--- src/design/one_wire_bus_master_macros.svh ---
// Assertion macros used by the bus master top file.
`ifndef ONE_WIRE_BUS_MASTER_MACROS_SVH
`define ONE_WIRE_BUS_MASTER_MACROS_SVH

// Same-cycle implication, sampled on clk and switched off during reset.
`define OWB_ASSERT_NOW(label, ante, cons) \
  label: assert property (@(posedge clk) disable iff (rst) (ante) |-> (cons)) \
    else $error("one_wire_bus_master: same-cycle check failed");

// Implication with the consequent checked in the following cycle.
`define OWB_ASSERT_NEXT(label, ante, cons) \
  label: assert property (@(posedge clk) disable iff (rst) (ante) |=> (cons)) \
    else $error("one_wire_bus_master: next-cycle check failed");

`endif

--- src/design/owb_pkg.sv ---
package owb_pkg;

  localparam int CNT_W = 16;

  // Item kinds as they arrive on the command channel.
  localparam logic [2:0] KIND_TICK  = 3'd0;
  localparam logic [2:0] KIND_RESET = 3'd1;
  localparam logic [2:0] KIND_WBYTE = 3'd2;
  localparam logic [2:0] KIND_RBYTE = 3'd3;
  localparam logic [2:0] KIND_WBIT  = 3'd4;
  localparam logic [2:0] KIND_RBIT  = 3'd5;

  localparam logic [2:0] LAST_BIT = 3'd7;

  typedef enum logic [2:0] {
    CFG_RESET_PULSE_LEN      = 3'd0,
    CFG_SLOT_LEN             = 3'd1,
    CFG_WRITE_ONE_PULSE_LEN  = 3'd2,
    CFG_WRITE_ZERO_PULSE_LEN = 3'd3,
    CFG_READ_PULSE_LEN       = 3'd4,
    CFG_PRESENCE_THRESHOLD   = 3'd5,
    CFG_READ_THRESHOLD       = 3'd6
  } cfg_idx_t;

  // Operating mode; the codes follow the item kinds.
  typedef enum logic [2:0] {
    MODE_IDLE  = 3'd0,
    MODE_RESET = 3'd1,
    MODE_WBYTE = 3'd2,
    MODE_RBYTE = 3'd3,
    MODE_WBIT  = 3'd4,
    MODE_RBIT  = 3'd5
  } mode_t;

  typedef struct packed {
    logic [14:0] reset_pulse_len;
    logic [15:0] slot_len;
    logic [15:0] write_one_pulse_len;
    logic [15:0] write_zero_pulse_len;
    logic [15:0] read_pulse_len;
    logic [15:0] presence_threshold;
    logic [15:0] read_threshold;
  } cfg_t;

  typedef struct packed {
    logic       line_low;
    logic       busy_res;
    logic       done_res;
    logic       presence;
    logic [7:0] read_data;
  } res_t;

  typedef struct packed {
    logic [CNT_W-1:0] pulse_end;
    logic [CNT_W-1:0] slot_end;
  } slot_t;

  // Pulse and slot limits for the slot that opens now.
  function automatic slot_t slot_bounds(input mode_t m, input logic lsb, input cfg_t c);
    slot_t       s;
    logic [31:0] p;
    logic [31:0] e;
    if (m == MODE_RESET) begin
      p = 32'(c.reset_pulse_len);
      e = 32'({c.reset_pulse_len, 1'b0});
    end else begin
      e = 32'(c.slot_len);
      if (m == MODE_RBYTE || m == MODE_RBIT) begin
        p = 32'(c.read_pulse_len);
      end else if (lsb) begin
        p = 32'(c.write_one_pulse_len);
      end else begin
        p = 32'(c.write_zero_pulse_len);
      end
    end
    s.pulse_end = p[CNT_W-1:0];
    s.slot_end  = e[CNT_W-1:0];
    return s;
  endfunction

endpackage

--- src/design/owb_item_if.sv ---
interface owb_item_if;
  import owb_pkg::*;
  logic       valid;
  logic       ready;
  logic [2:0] kind;
  logic [7:0] data;
  logic       line_level;

  modport source (output valid, kind, data, line_level, input ready);
  modport sink (input valid, kind, data, line_level, output ready);
endinterface

--- src/design/owb_res_if.sv ---
interface owb_res_if;
  import owb_pkg::*;
  logic       valid;
  logic       ready;
  logic       line_low;
  logic       busy_res;
  logic       done_res;
  logic       presence;
  logic [7:0] read_data;

  modport source (output valid, line_low, busy_res, done_res, presence, read_data,
                  input ready);
  modport sink (input valid, line_low, busy_res, done_res, presence, read_data,
                output ready);
endinterface

--- src/design/owb_cfg_if.sv ---
interface owb_cfg_if;
  import owb_pkg::*;
  logic        valid;
  logic        ready;
  logic [2:0]  index;
  logic [15:0] wdata;

  modport source (output valid, index, wdata, input ready);
  modport sink (input valid, index, wdata, output ready);
endinterface

--- src/design/owb_cfg_regs.sv ---
module owb_cfg_regs
  import owb_pkg::*;
(
  input  logic        clk,
  input  logic        rst,
  input  logic        wr_en,
  input  logic [2:0]  wr_index,
  input  logic [15:0] wr_data,
  output cfg_t        cfg
);

  always_ff @(posedge clk) begin
    if (rst) begin
      cfg.reset_pulse_len      <= 15'd480;
      cfg.slot_len             <= 16'd70;
      cfg.write_one_pulse_len  <= 16'd6;
      cfg.write_zero_pulse_len <= 16'd60;
      cfg.read_pulse_len       <= 16'd6;
      cfg.presence_threshold   <= 16'd540;
      cfg.read_threshold       <= 16'd15;
    end else if (wr_en) begin
      case (wr_index)
        CFG_RESET_PULSE_LEN:      cfg.reset_pulse_len      <= wr_data[14:0];
        CFG_SLOT_LEN:             cfg.slot_len             <= wr_data;
        CFG_WRITE_ONE_PULSE_LEN:  cfg.write_one_pulse_len  <= wr_data;
        CFG_WRITE_ZERO_PULSE_LEN: cfg.write_zero_pulse_len <= wr_data;
        CFG_READ_PULSE_LEN:       cfg.read_pulse_len       <= wr_data;
        CFG_PRESENCE_THRESHOLD:   cfg.presence_threshold   <= wr_data;
        CFG_READ_THRESHOLD:       cfg.read_threshold       <= wr_data;
        default: ;
      endcase
    end
  end

endmodule

--- src/design/owb_slot_engine.sv ---
module owb_slot_engine
  import owb_pkg::*;
(
  input  logic       clk,
  input  logic       rst,
  input  logic       step,
  input  logic [2:0] kind,
  input  logic [7:0] data,
  input  logic       line_level,
  input  cfg_t       cfg,
  output res_t       res_next
);

  mode_t            mode, mode_next;
  logic [CNT_W-1:0] tick_count, tick_count_next;
  logic [CNT_W-1:0] pulse_end, pulse_end_next;
  logic [CNT_W-1:0] slot_end, slot_end_next;
  logic [CNT_W-1:0] capture_time, capture_time_next;
  logic [2:0]       bit_index, bit_index_next;
  logic [7:0]       shift_byte, shift_byte_next;
  logic             previous_level, previous_level_next;
  logic             presence_flag, presence_flag_next;
  logic             done;
  logic             read_bit;
  logic             open_slot;
  slot_t            bounds;

  always_ff @(posedge clk) begin
    if (rst) begin
      mode <= MODE_IDLE;
    end else if (step) begin
      mode <= mode_next;
    end
  end

  always_ff @(posedge clk) begin
    if (rst) begin
      tick_count     <= '0;
      pulse_end      <= '0;
      slot_end       <= '0;
      capture_time   <= '0;
      bit_index      <= '0;
      shift_byte     <= '0;
      previous_level <= 1'b1;
      presence_flag  <= 1'b0;
    end else if (step) begin
      tick_count     <= tick_count_next;
      pulse_end      <= pulse_end_next;
      slot_end       <= slot_end_next;
      capture_time   <= capture_time_next;
      bit_index      <= bit_index_next;
      shift_byte     <= shift_byte_next;
      previous_level <= previous_level_next;
      presence_flag  <= presence_flag_next;
    end
  end

  always_comb begin
    mode_next           = mode;
    tick_count_next     = tick_count;
    capture_time_next   = capture_time;
    bit_index_next      = bit_index;
    shift_byte_next     = shift_byte;
    previous_level_next = previous_level;
    presence_flag_next  = presence_flag;
    done                = 1'b0;
    open_slot           = 1'b0;
    read_bit            = 1'b0;

    if (kind == KIND_TICK) begin
      if (mode != MODE_IDLE) begin
        if (!previous_level && line_level) begin
          capture_time_next = tick_count;
        end
        if (tick_count >= slot_end) begin
          // The decision uses this tick's capture if the line rose on it.
          read_bit = (32'(capture_time_next) <= 32'(cfg.read_threshold));
          case (mode)
            MODE_RESET: begin
              presence_flag_next = (32'(capture_time_next) > 32'(cfg.presence_threshold));
              done = 1'b1;
            end
            MODE_WBIT: begin
              shift_byte_next = {1'b0, shift_byte[7:1]};
              done = 1'b1;
            end
            MODE_RBIT: begin
              shift_byte_next = {7'b0, read_bit};
              done = 1'b1;
            end
            MODE_WBYTE: shift_byte_next = {1'b0, shift_byte[7:1]};
            default:    shift_byte_next = {read_bit, shift_byte[7:1]};
          endcase
          if (!done) begin
            if (bit_index == LAST_BIT) begin
              done = 1'b1;
            end else begin
              bit_index_next = bit_index + 3'd1;
              open_slot = 1'b1;
            end
          end
          if (done) begin
            mode_next = MODE_IDLE;
          end
        end else begin
          tick_count_next = tick_count + CNT_W'(1);
        end
      end
      previous_level_next = line_level;
    end else if (kind inside {[KIND_RESET:KIND_RBIT]} && mode == MODE_IDLE) begin
      mode_next      = mode_t'(kind);
      bit_index_next = '0;
      open_slot      = 1'b1;
      case (kind)
        KIND_WBYTE: shift_byte_next = data;
        KIND_WBIT:  shift_byte_next = {7'b0, data[0]};
        KIND_RBYTE,
        KIND_RBIT:  shift_byte_next = '0;
        default:    ;
      endcase
    end

    bounds = slot_bounds(mode_next, shift_byte_next[0], cfg);
    if (open_slot) begin
      pulse_end_next  = bounds.pulse_end;
      slot_end_next   = bounds.slot_end;
      tick_count_next = '0;
    end else begin
      pulse_end_next = pulse_end;
      slot_end_next  = slot_end;
    end

    res_next.line_low  = (mode_next != MODE_IDLE) && (tick_count_next < pulse_end_next);
    res_next.busy_res  = (mode_next != MODE_IDLE);
    res_next.done_res  = done;
    res_next.presence  = presence_flag_next;
    res_next.read_data = shift_byte_next;
  end

endmodule

--- src/design/one_wire_bus_master.sv ---
// One-wire bus master, driven by a stream of items on the cmd channel.
// Each item is a command (reset, write byte, read byte, write bit, read
// bit) or a microsecond tick that carries the sampled bus level. Every
// accepted item yields exactly one transaction on the res channel with the
// line drive for the coming tick, busy, done, presence and read data.
// The cfg channel writes the seven timing registers; it is always ready and
// should only be used while the block is idle.
// An accepted item is held in the input register; when it steps, the slot
// engine result is loaded into the output register, which drives res.
// Throughput is one item per cycle while res is not stalled, set by the
// update of the slot engine state on each step.
// When res is stalled the output register holds its transaction and the
// input register holds one more item; cmd ready then drops until res moves.
// Synchronous reset empties both registers, loads the default timings and
// returns the engine to idle with the bus level taken as high.
module one_wire_bus_master
  import owb_pkg::*;
(
  input logic        clk,
  input logic        rst,
  owb_item_if.sink   cmd,
  owb_res_if.source  res,
  owb_cfg_if.sink    cfg
);

`include "one_wire_bus_master_macros.svh"

  logic       in_valid;
  logic [2:0] in_kind;
  logic [7:0] in_data;
  logic       in_level;
  logic       res_valid;
  res_t       res_reg;
  res_t       res_next;
  cfg_t       cfg_regs;
  logic       step;

  assign step      = in_valid && (!res_valid || res.ready);
  assign cmd.ready = !in_valid || step;
  assign cfg.ready = 1'b1;

  always_ff @(posedge clk) begin
    if (rst) begin
      in_valid <= 1'b0;
    end else if (cmd.ready) begin
      in_valid <= cmd.valid;
    end
  end

  always_ff @(posedge clk) begin
    if (cmd.valid && cmd.ready) begin
      in_kind  <= cmd.kind;
      in_data  <= cmd.data;
      in_level <= cmd.line_level;
    end
  end

  always_ff @(posedge clk) begin
    if (rst) begin
      res_valid <= 1'b0;
    end else if (step) begin
      res_valid <= 1'b1;
    end else if (res.ready) begin
      res_valid <= 1'b0;
    end
  end

  always_ff @(posedge clk) begin
    if (step) begin
      res_reg <= res_next;
    end
  end

  owb_cfg_regs u_cfg_regs (
    .clk      (clk),
    .rst      (rst),
    .wr_en    (cfg.valid && cfg.ready),
    .wr_index (cfg.index),
    .wr_data  (cfg.wdata),
    .cfg      (cfg_regs)
  );

  owb_slot_engine u_slot_engine (
    .clk        (clk),
    .rst        (rst),
    .step       (step),
    .kind       (in_kind),
    .data       (in_data),
    .line_level (in_level),
    .cfg        (cfg_regs),
    .res_next   (res_next)
  );

  assign res.valid     = res_valid;
  assign res.line_low  = res_reg.line_low;
  assign res.busy_res  = res_reg.busy_res;
  assign res.done_res  = res_reg.done_res;
  assign res.presence  = res_reg.presence;
  assign res.read_data = res_reg.read_data;

  `OWB_ASSERT_NEXT(a_step_gives_result, step, res_valid)
  `OWB_ASSERT_NOW(a_full_stall_blocks_cmd, in_valid && res_valid && !res.ready, !cmd.ready)
  `OWB_ASSERT_NOW(a_drive_only_when_busy, res_valid && res_reg.line_low, res_reg.busy_res)
  `OWB_ASSERT_NOW(a_done_ends_busy, res_valid && res_reg.done_res, !res_reg.busy_res)

endmodule
--- src/flat_wrapper.sv ---
// flat-port wrapper written by rule: the top's interface ports become plain ports
module one_wire_bus_master_flat import owb_pkg::*;
  (clk, rst, cmd_valid, cmd_kind, cmd_data, cmd_line_level, cmd_ready, res_valid, res_line_low, res_busy_res, res_done_res, res_presence, res_read_data, res_ready, cfg_valid, cfg_index, cfg_wdata, cfg_ready);
  owb_item_if cmd_i ();
  owb_res_if res_i ();
  owb_cfg_if cfg_i ();
  input logic clk;
  input logic rst;
  input wire logic [$bits(cmd_i.valid)-1:0] cmd_valid;
  input wire logic [$bits(cmd_i.kind)-1:0] cmd_kind;
  input wire logic [$bits(cmd_i.data)-1:0] cmd_data;
  input wire logic [$bits(cmd_i.line_level)-1:0] cmd_line_level;
  output wire logic [$bits(cmd_i.ready)-1:0] cmd_ready;
  output wire logic [$bits(res_i.valid)-1:0] res_valid;
  output wire logic [$bits(res_i.line_low)-1:0] res_line_low;
  output wire logic [$bits(res_i.busy_res)-1:0] res_busy_res;
  output wire logic [$bits(res_i.done_res)-1:0] res_done_res;
  output wire logic [$bits(res_i.presence)-1:0] res_presence;
  output wire logic [$bits(res_i.read_data)-1:0] res_read_data;
  input wire logic [$bits(res_i.ready)-1:0] res_ready;
  input wire logic [$bits(cfg_i.valid)-1:0] cfg_valid;
  input wire logic [$bits(cfg_i.index)-1:0] cfg_index;
  input wire logic [$bits(cfg_i.wdata)-1:0] cfg_wdata;
  output wire logic [$bits(cfg_i.ready)-1:0] cfg_ready;
  assign cmd_i.valid = cmd_valid;
  assign cmd_i.kind = cmd_kind;
  assign cmd_i.data = cmd_data;
  assign cmd_i.line_level = cmd_line_level;
  assign cmd_ready = cmd_i.ready;
  assign res_valid = res_i.valid;
  assign res_line_low = res_i.line_low;
  assign res_busy_res = res_i.busy_res;
  assign res_done_res = res_i.done_res;
  assign res_presence = res_i.presence;
  assign res_read_data = res_i.read_data;
  assign res_i.ready = res_ready;
  assign cfg_i.valid = cfg_valid;
  assign cfg_i.index = cfg_index;
  assign cfg_i.wdata = cfg_wdata;
  assign cfg_ready = cfg_i.ready;
  one_wire_bus_master u_core (.clk(clk), .rst(rst), .cmd(cmd_i), .res(res_i), .cfg(cfg_i));
endmodule
--- config.mk ---
export PLATFORM = sky130hd
export DESIGN_NAME = one_wire_bus_master_flat
export DESIGN_NICKNAME = d
export VERILOG_FILES = /design/src/design/owb_pkg.sv /design/src/design/owb_item_if.sv /design/src/design/owb_res_if.sv /design/src/design/owb_cfg_if.sv /design/src/design/owb_cfg_regs.sv /design/src/design/owb_slot_engine.sv /design/src/design/one_wire_bus_master.sv /design/src/flat_wrapper.sv
export VERILOG_INCLUDE_DIRS = /design/src /design/src/design
export SDC_FILE = /design/constraint.sdc
export NUM_CORES = 1
export LEC_CHECK = 0
export BUFFER_PORTS_ARGS = -buffer_cell sky130_fd_sc_hd__buf_2
export CAP_MARGIN = 20
export CORE_ASPECT_RATIO = 1.1
export CORE_MARGIN = 5
export CORE_UTILIZATION = 47
export CTS_BUF_LIST = sky130_fd_sc_hd__clkbuf_2
export DETAILED_ROUTE_END_ITERATION = 6
export PLACE_DENSITY = 0.66
export SLEW_MARGIN = 20
export SYNTH_ARGS = -nofsm -noshare
export SYNTH_HDL_FRONTEND = slang
export SYNTH_SLANG_ARGS = --single-unit
--- constraint.sdc ---
create_clock -name clk -period 5.5 [get_ports clk]
set_input_delay 0.55 -clock clk [delete_from_list [all_inputs] [get_ports clk]]
set_output_delay 0.55 -clock clk [all_outputs]
set_load 0.05 [all_outputs]
==> flow_summary_export.csv, run 1 <==
group,metric,value,unit
outcome,status,"completed",
floorplan,die_height,175,µm
global_routing,grt_max_degree,114,
floorplan,die-area,0.0279,mm²
clock_network,cts_tree,"yes",
synth,synthCells,1495,
critical_path,critPathBufInv,2,
sta,min_period,5.20,ns
critical_path,path_class,"flip-flop to flip-flop",
critical_path,worstSetupEndpointType,"flip-flop",
critical_path,cp_top_family,"compound AO/OA/AOI/OAI gates",
detailed_routing,vias_per_cell,5.73,
synth,yosysTopAreaCellShare,0.334,
critical_path,path_max_fanout,18,
sta,slew-limit-headroom,0.399,
place,place_ws,0.0361,ns
sta,rsz0062_at_grt,"no",
detailed_routing,postRouteAntennaNets,0,
synth,ys_ff_latch,217,
sta,period_share,0.945,
floorplan,die_w,160,µm
sta,setup_viol_count_final,0,
detailed_routing,routedWlPerCell,18.6,µm
place,hpwl,25500,µm
layout,fin_nets,1683,
sta,hold_viol_final,0,
clock_network,cts_buffer_depth,3,
floorplan,boundaryPins,51,
synth,synthTopCellsByArea,"dfxtp_1 (33%), nand2_1 (11%), ha_1 (7.1%)",
global_routing,grt_pass1_vias,10186,
power_and_ir_drop,p_total,3.36,mW
floorplan,fp-row-count,60,
power_and_ir_drop,power_density,259,mW/mm²
critical_path,start_kind,"flip-flop",
detailed_routing,drc_errors,0,
critical_path,max_stage_delay,0.43,ns
critical_path,r2r_slack,0.30,ns
critical_path,worstPathCellList,"nand2b_1 -> buf_12 -> mux2_2 -> ha_1 -> nand4_1 -> nor4_2 -> a21boi_1 -> o31a_1 -> a221oi_2 -> o21ai_2 -> nor2_1 -> buf_4 -> a211oi_1 -> o22ai_1 -> ha_1 -> nand4_1 -> a2111oi_2 -> o2111ai_1 -> a2111oi_0 -> nor4b_1",
clock_network,cts_buffers,57,
clock_network,clk_pin_slew,0.11,ns
sta,whs,0.133,ns
layout,drive_gt1_frac,0.137,
sta,skew,0.106,ns
worst_hold_path,hold_path_depth,4,
detailed_routing,num_vias,11068,
critical_path,crit_required,6.08,ns
synth,ys_seq_area_frac,0.396,
place,dp.cells,1802,
worst_hold_path,worstHoldStart,"cfg_index[0]",
worst_hold_path,whs_endpoint,"u_core.u_cfg_regs.cfg[36]",
critical_path,slowest_stage,"a2111oi_2",
floorplan,core_area,0.0244,mm²
synth,ys.flop_type,"dfxtp_1",
global_routing,grt_pass1_wl,56700,µm
sta,final-max-slew-violation-count,0,
critical_path,crit_arrival,5.78,ns
layout,area_delta_synth_final,12.1,%
synth,synth_edf_count,24,
critical_path,r2r_end,"u_core.res.line_low",
critical_path,r2r_cells,20,
global_routing,overflow,0,
sta,fin_ws,0.304,ns
synth,syn_area,0.0116,mm²
place,portBuffers,49,
worst_hold_path,holdCritPathClass,"primary input to flip-flop",
sta,worstMarginPinSlew,0.901,ns
synth,postSynthAreaPerCell,7.74,µm²
synth,synth_top_cell_by_area,"dfxtp_1",
detailed_routing,wl,36000,µm
global_routing,antenna_found_initial,1,
synth,synth_cell_types,72,
synth,syn_nets,1597,
synth,postSynth.asyncResetShare,0,
clock_network,clk_latency,0.92,ns
detailed_routing,first_pass_iters,7,
clock_network,cts_num_sinks,217,
clock_network,htree_levels,2,
synth,yosys_warnings,0,
power_and_ir_drop,cellLeakagePower,5.11,nW
global_routing,grtUsageTotal,0.251,
layout,fin_cells,1930,
job,cap_violations,0,
clock_network,clockRootBuffer,"clkbuf_2",
sta,fmax,192,MHz
place,gp_congestion,0.946,
floorplan,start_util,0.475,
detailed_routing,drtIter0Drc,1205,
power_and_ir_drop,peakVddDrop,0.000154,V
critical_path,r2r-start,"u_core.in_level",
sta,tns,0,ns
## cell type report
| type | count | area [µm²] |
|---|---|---|
| Clock inverter | 10 | 48.8 |
| Clock buffer | 87 | 435 |
| Fill cell | 2395 | 11400 |
| Multi-Input combinational cell | 1114 | 6380 |
| Tap cell | 310 | 388 |
| Inverter | 73 | 274 |
| Timing Repair Buffer | 118 | 873 |
| Sequential cell | 217 | 4580 |
| Antenna cell | 1 | 2.50 |
## sequential cells by signal, indices dropped and copies added (netlist names), 3 cells and up
signal	flops
u_core.u_cfg_regs.cfg	111
u_core.res.read_data	8
u_core.in_data	8
u_core.u_slot_engine.bit_index	3
u_core.u_slot_engine.pulse_end	16
u_core.in_kind	3
u_core.u_slot_engine.capture_time	16
u_core.u_slot_engine.tick_count	16
u_core.u_slot_engine.mode	3
u_core.u_slot_engine.shift_byte	8
u_core.u_slot_engine.slot_end	16
## tightest hold or removal path: cells and delay by family
kind | cells | cell delay (ns)
and+or+nand+nor | 2 | 0.23
buffers and inverters | 1 | 0.17
AOI/OAI and AO/OA | 1 | 0.05
## cell usage after synthesis (13+ instances only)
master,number
nand2_1,333
a21o_1,17
o21ai_0,45
ha_1,66
a211oi_1,32
nor2_1,119
nand3_1,25
nand3b_1,33
dfxtp_1,193
a21oi_1,156
nor3_1,61
edfxtp_1,24
mux2_2,15
clkbuf_1,70
buf_2,13
a311oi_1,16
o21ai_1,24
o22ai_1,16
inv_1,72
## per-layer routing
| metal | up-vias | routed length (µm) | track usage |
|---|---|---|---|
| met4 | 0 | 1040 | 0.0868 |
| met5 | - | 0 | 0 |
| met2 | 425 | 15900 | 0.383 |
| li1 | 5426 | - | - |
| met1 | 5144 | 16300 | 0.360 |
| met3 | 73 | 2670 | 0.0406 |
## through the flow
stage,cell area (µm²),util
2_1_floorplan,11600,-
3_3_place_gp,12200,0.499
3_5_place_dp,12200,0.499
4_1_cts,13000,0.531
5_1_grt,13000,0.532
6_report,13000,0.532
## where the power goes
| group | total, mW | switching [mW] | internal [mW] |
|---|---|---|---|
| clock network | 1.10 | 0.680 | 0.419 |
| logic | 0.573 | 0.377 | 0.196 |
| registers | 1.69 | 0.0377 | 1.65 |
## how the worst max path moves through the flow
stage / depth (start not counted) / from / endpoint
after floorplan: 23 / u_core.in_level / u_core.res.line_low
after global placement: 21 / u_core.in_level / u_core.res.line_low
after detailed placement: 20 / u_core.in_level / u_core.res.line_low
after CTS: 20 / u_core.in_level / u_core.res.line_low
after global routing: 21 / u_core.in_level / u_core.res.line_low
final: 20 / u_core.in_level / u_core.res.line_low
## logic make-up after synthesis
logic type | after synthesis | synth area share
XOR/XNOR | 15 | 0.0113
buffers and inverters | 164 | 0.0555
flip-flops | 217 | 0.396
AO/OA/AOI/OAI | 362 | 0.192
multiplexers | 20 | 0.0189
AND/OR/NAND/NOR | 650 | 0.255
other | 1 | 0.000324
adder cells (fa/ha/maj) | 66 | 0.0713
## cell usage in the layout (no fill, tap or decap), types with 4 or more instances in the layout
cell type / instances
mux2i_1: 5
o21a_1: 6
nor2_1: 118
nor2b_1: 8
edfxtp_1: 24
buf_2: 48
or2_2: 6
nand4_1: 12
a31o_1: 5
inv_1: 72
a221oi_1: 7
a211oi_1: 32
nand3b_1: 33
or3_1: 5
and3_1: 11
dlygate4sd3_1: 30
xor2_1: 5
buf_4: 36
dfxtp_1: 193
o21ai_0: 45
nor3_1: 60
o22ai_1: 16
nand2_1: 333
a22oi_1: 5
mux2_2: 15
nand2b_1: 7
a311oi_1: 16
nand3_1: 25
clkinv_1: 5
or4_1: 11
a31oi_1: 4
xnor2_1: 10
a21oi_1: 156
a21o_1: 17
ha_1: 66
o21ai_1: 24
clkbuf_2: 87
## what timing repair did
action | in CTS | in global routing
hold buffers | 30 | 0
endpoints found under the hold margin | 88 | 0
endpoints found under the setup margin | 0 | 1
gates resized for setup | 0 | 3
buffers inserted | 0 | 0
Power figures use the tool's default switching activity.
==> run 2: changes to the inputs <==
Settings changed: CORE_UTILIZATION 47 to 50, PLACE_DENSITY 0.66 to 0.69.
==> run 2 against run 1 <==
Compared with the run above: cell area down 0.41%; maximum frequency shrank 0.42%; non-clock buffer count fell by 5; worst hold slack lost 0.072 ns; via count grew 0.44%; die area decreased by 5.6%; clock power about the same; total power up 0.75%; final cell count down 0.67%; setup slack lost 0.022 ns; largest cell class unchanged; largest power group unchanged; highest routed layer unchanged.
==> flow_summary_export.csv, run 2 (synthesis gave the netlist of run 1 again) <==
group,metric,value,unit
power_and_ir_drop,cellLeakagePower,5.09,nW
clock_network,cts_setup_buffers,0,
sta,period_share,0.949,
critical_path,r2r_slack,0.28,ns
worst_hold_path,worstHoldStart,"cfg_wdata[6]",
critical_path,r2r_end,"u_core.res.line_low",
critical_path,worstSetupEndpointType,"flip-flop",
global_routing,grt_pass1_wl,56300,µm
floorplan,fp-row-count,58,
sta,hold_viol_final,0,
critical_path,crit_required,6.08,ns
layout,largest_reg_flops,111,
sta,fmax,192,MHz
sta,min_period,5.22,ns
sta,worstMarginPinSlew,1.04,ns
sta,fin_ws,0.282,ns
detailed_routing,postRouteAntennaNets,0,
sta,skew,0.0644,ns
sta,slew-limit-headroom,0.307,
floorplan,die-area,0.0263,mm²
critical_path,r2r-start,"u_core.in_level",
clock_network,cts_buffer_depth,3,
detailed_routing,vias_per_cell,5.80,
floorplan,die_height,170,µm
worst_hold_path,holdCritPathClass,"primary input to flip-flop",
sta,tns,0,ns
place,place_ws,-0.138,ns
detailed_routing,drtIter0Drc,1119,
global_routing,grtUsageTotal,0.265,
layout,fin_nets,1677,
layout,drive_gt1_frac,0.135,
global_routing,grt_pass1_vias,10468,
job,cap_violations,0,
floorplan,core_area,0.0229,mm²
critical_path,r2r_cells,20,
sta,final-max-slew-violation-count,0,
detailed_routing,num_vias,11117,
global_routing,antenna_found_initial,1,
critical_path,crit_arrival,5.80,ns
worst_hold_path,whs_endpoint,"u_core.u_cfg_regs.cfg[38]",
layout,fin_cells,1917,
clock_network,cts_tree,"yes",
place,dp.cells,1790,
detailed_routing,wl,35600,µm
floorplan,die_w,155,µm
layout,fill_cells,2184,
worst_hold_path,hold_path_depth,3,
power_and_ir_drop,peakVddDrop,0.000162,V
place,portBuffers,49,
global_routing,overflow,0,
clock_network,htree_levels,2,
clock_network,clk_latency,0.84,ns
clock_network,cts_num_sinks,217,
clock_network,clk_pin_slew,0.12,ns
place,hpwl,25100,µm
layout,final_common_cell,"nand2_1",
layout,area_delta_synth_final,11.7,%
global_routing,grt_max_degree,132,
outcome,status,"completed",
place,gp_congestion,0.965,
layout,final_cell_mix,"nand2_1 (333), dfxtp_1 (193), a21oi_1 (156), nor2_1 (116), clkbuf_2 (85)",
power_and_ir_drop,power_density,262,mW/mm²
clock_network,clockRootBuffer,"clkbuf_2",
critical_path,start_kind,"flip-flop",
layout,utilization,0.566,
layout,top_register,"u_core.u_cfg_regs.cfg",
detailed_routing,routedWlPerCell,18.6,µm
critical_path,path_class,"flip-flop to flip-flop",
detailed_routing,first_pass_iters,5,
critical_path,path_max_fanout,12,
clock_network,cts_buffers,56,
floorplan,start_util,0.507,
detailed_routing,drc_errors,0,
sta,setup_viol_count_final,0,
floorplan,boundaryPins,51,
[run 2: cell types whose count changed in the layout (fill, tap and decap cells not counted), sizes merged]
cell | previous run | this run
dlygate4sd3 | 30 | 27
clkbuf | 87 | 85
buf | 88 | 86
clkinvlp | 1 | 0
clkinv | 7 | 13
bufinv | 0 | 1
inv | 75 | 73
[run 2: cell type report]
class	instances	area, µm²	share of cell area
multi-input combinational	1114	6380	0.494
sequential	217	4580	0.355
timing repair buffer	113	800	0.0618
clock buffer	85	425	0.0329
tap	300	375	0.0290
inverter	73	274	0.0212
clock inverter	14	85.1	0.00658
antenna	1	2.50	0.000194
[run 2: metrics by stage]
stage	total power [mW]	hold slack [ns]	instance area, µm²
finish	3.38	0.0612	12900
detailed placement	2.27	0.447	12100
floorplan	2.09	0.436	11600
global placement	2.26	0.442	12100
CTS	3.40	0.00435	12900
global route	3.56	0.0277	12900
[run 2: layer usage]
layer | GRT usage | vias to the layer above | routed length [µm]
met5 | 0 | - | 0
li1 | - | 5415 | -
met3 | 0.0502 | 76 | 2730
met4 | 0.103 | 0 | 1170
met2 | 0.415 | 451 | 15700
met1 | 0.362 | 5175 | 16000
[run 2: what timing repair did]
action                                 4_1_cts  5_1_grt
endpoints found under the hold margin       51        0
gates cloned                                 0        0
setup endpoints to repair                    1        1
resized for setup                            1        4
hold buffers                                27        0
[run 2: power breakdown]
part	internal, mW	switching [mW]
combinational	0.194	0.381
clock	0.456	0.667
sequential	1.65	0.0365
total	2.30	1.08
[run 2: critical path, cell delays in order, from the launching register on]
cell	delay, ns
edfxtp_1	0.45
nand2b_4	0.18
buf_4	0.19
mux2_2	0.37
ha_1	0.29
nor2b_1	0.13
o211ai_1	0.15
a21boi_1	0.08
o31a_1	0.36
a221oi_2	0.35
or2_1	0.21
buf_4	0.21
a211oi_1	0.09
a211oi_1	0.18
o22ai_1	0.16
ha_1	0.35
nand4_1	0.10
a2111oi_2	0.43
o2111ai_1	0.20
a2111oi_0	0.37
nor4b_1	0.10
[run 2: worst max-delay path by stage]
stage	from	end	slack, ns	cells after the start
3_5_place_dp	u_core.in_level	u_core.res.line_low	-0.14	21
2_1_floorplan	u_core.in_level	u_core.res.line_low	0.16	23
4_1_cts	u_core.in_level	u_core.res.line_low	0.01	21
3_3_place_gp	u_core.in_level	u_core.res.line_low	0.1	21
6_report	u_core.in_level	u_core.res.line_low	0.28	20
5_1_grt	u_core.in_level	u_core.res.line_low	-0.002	21
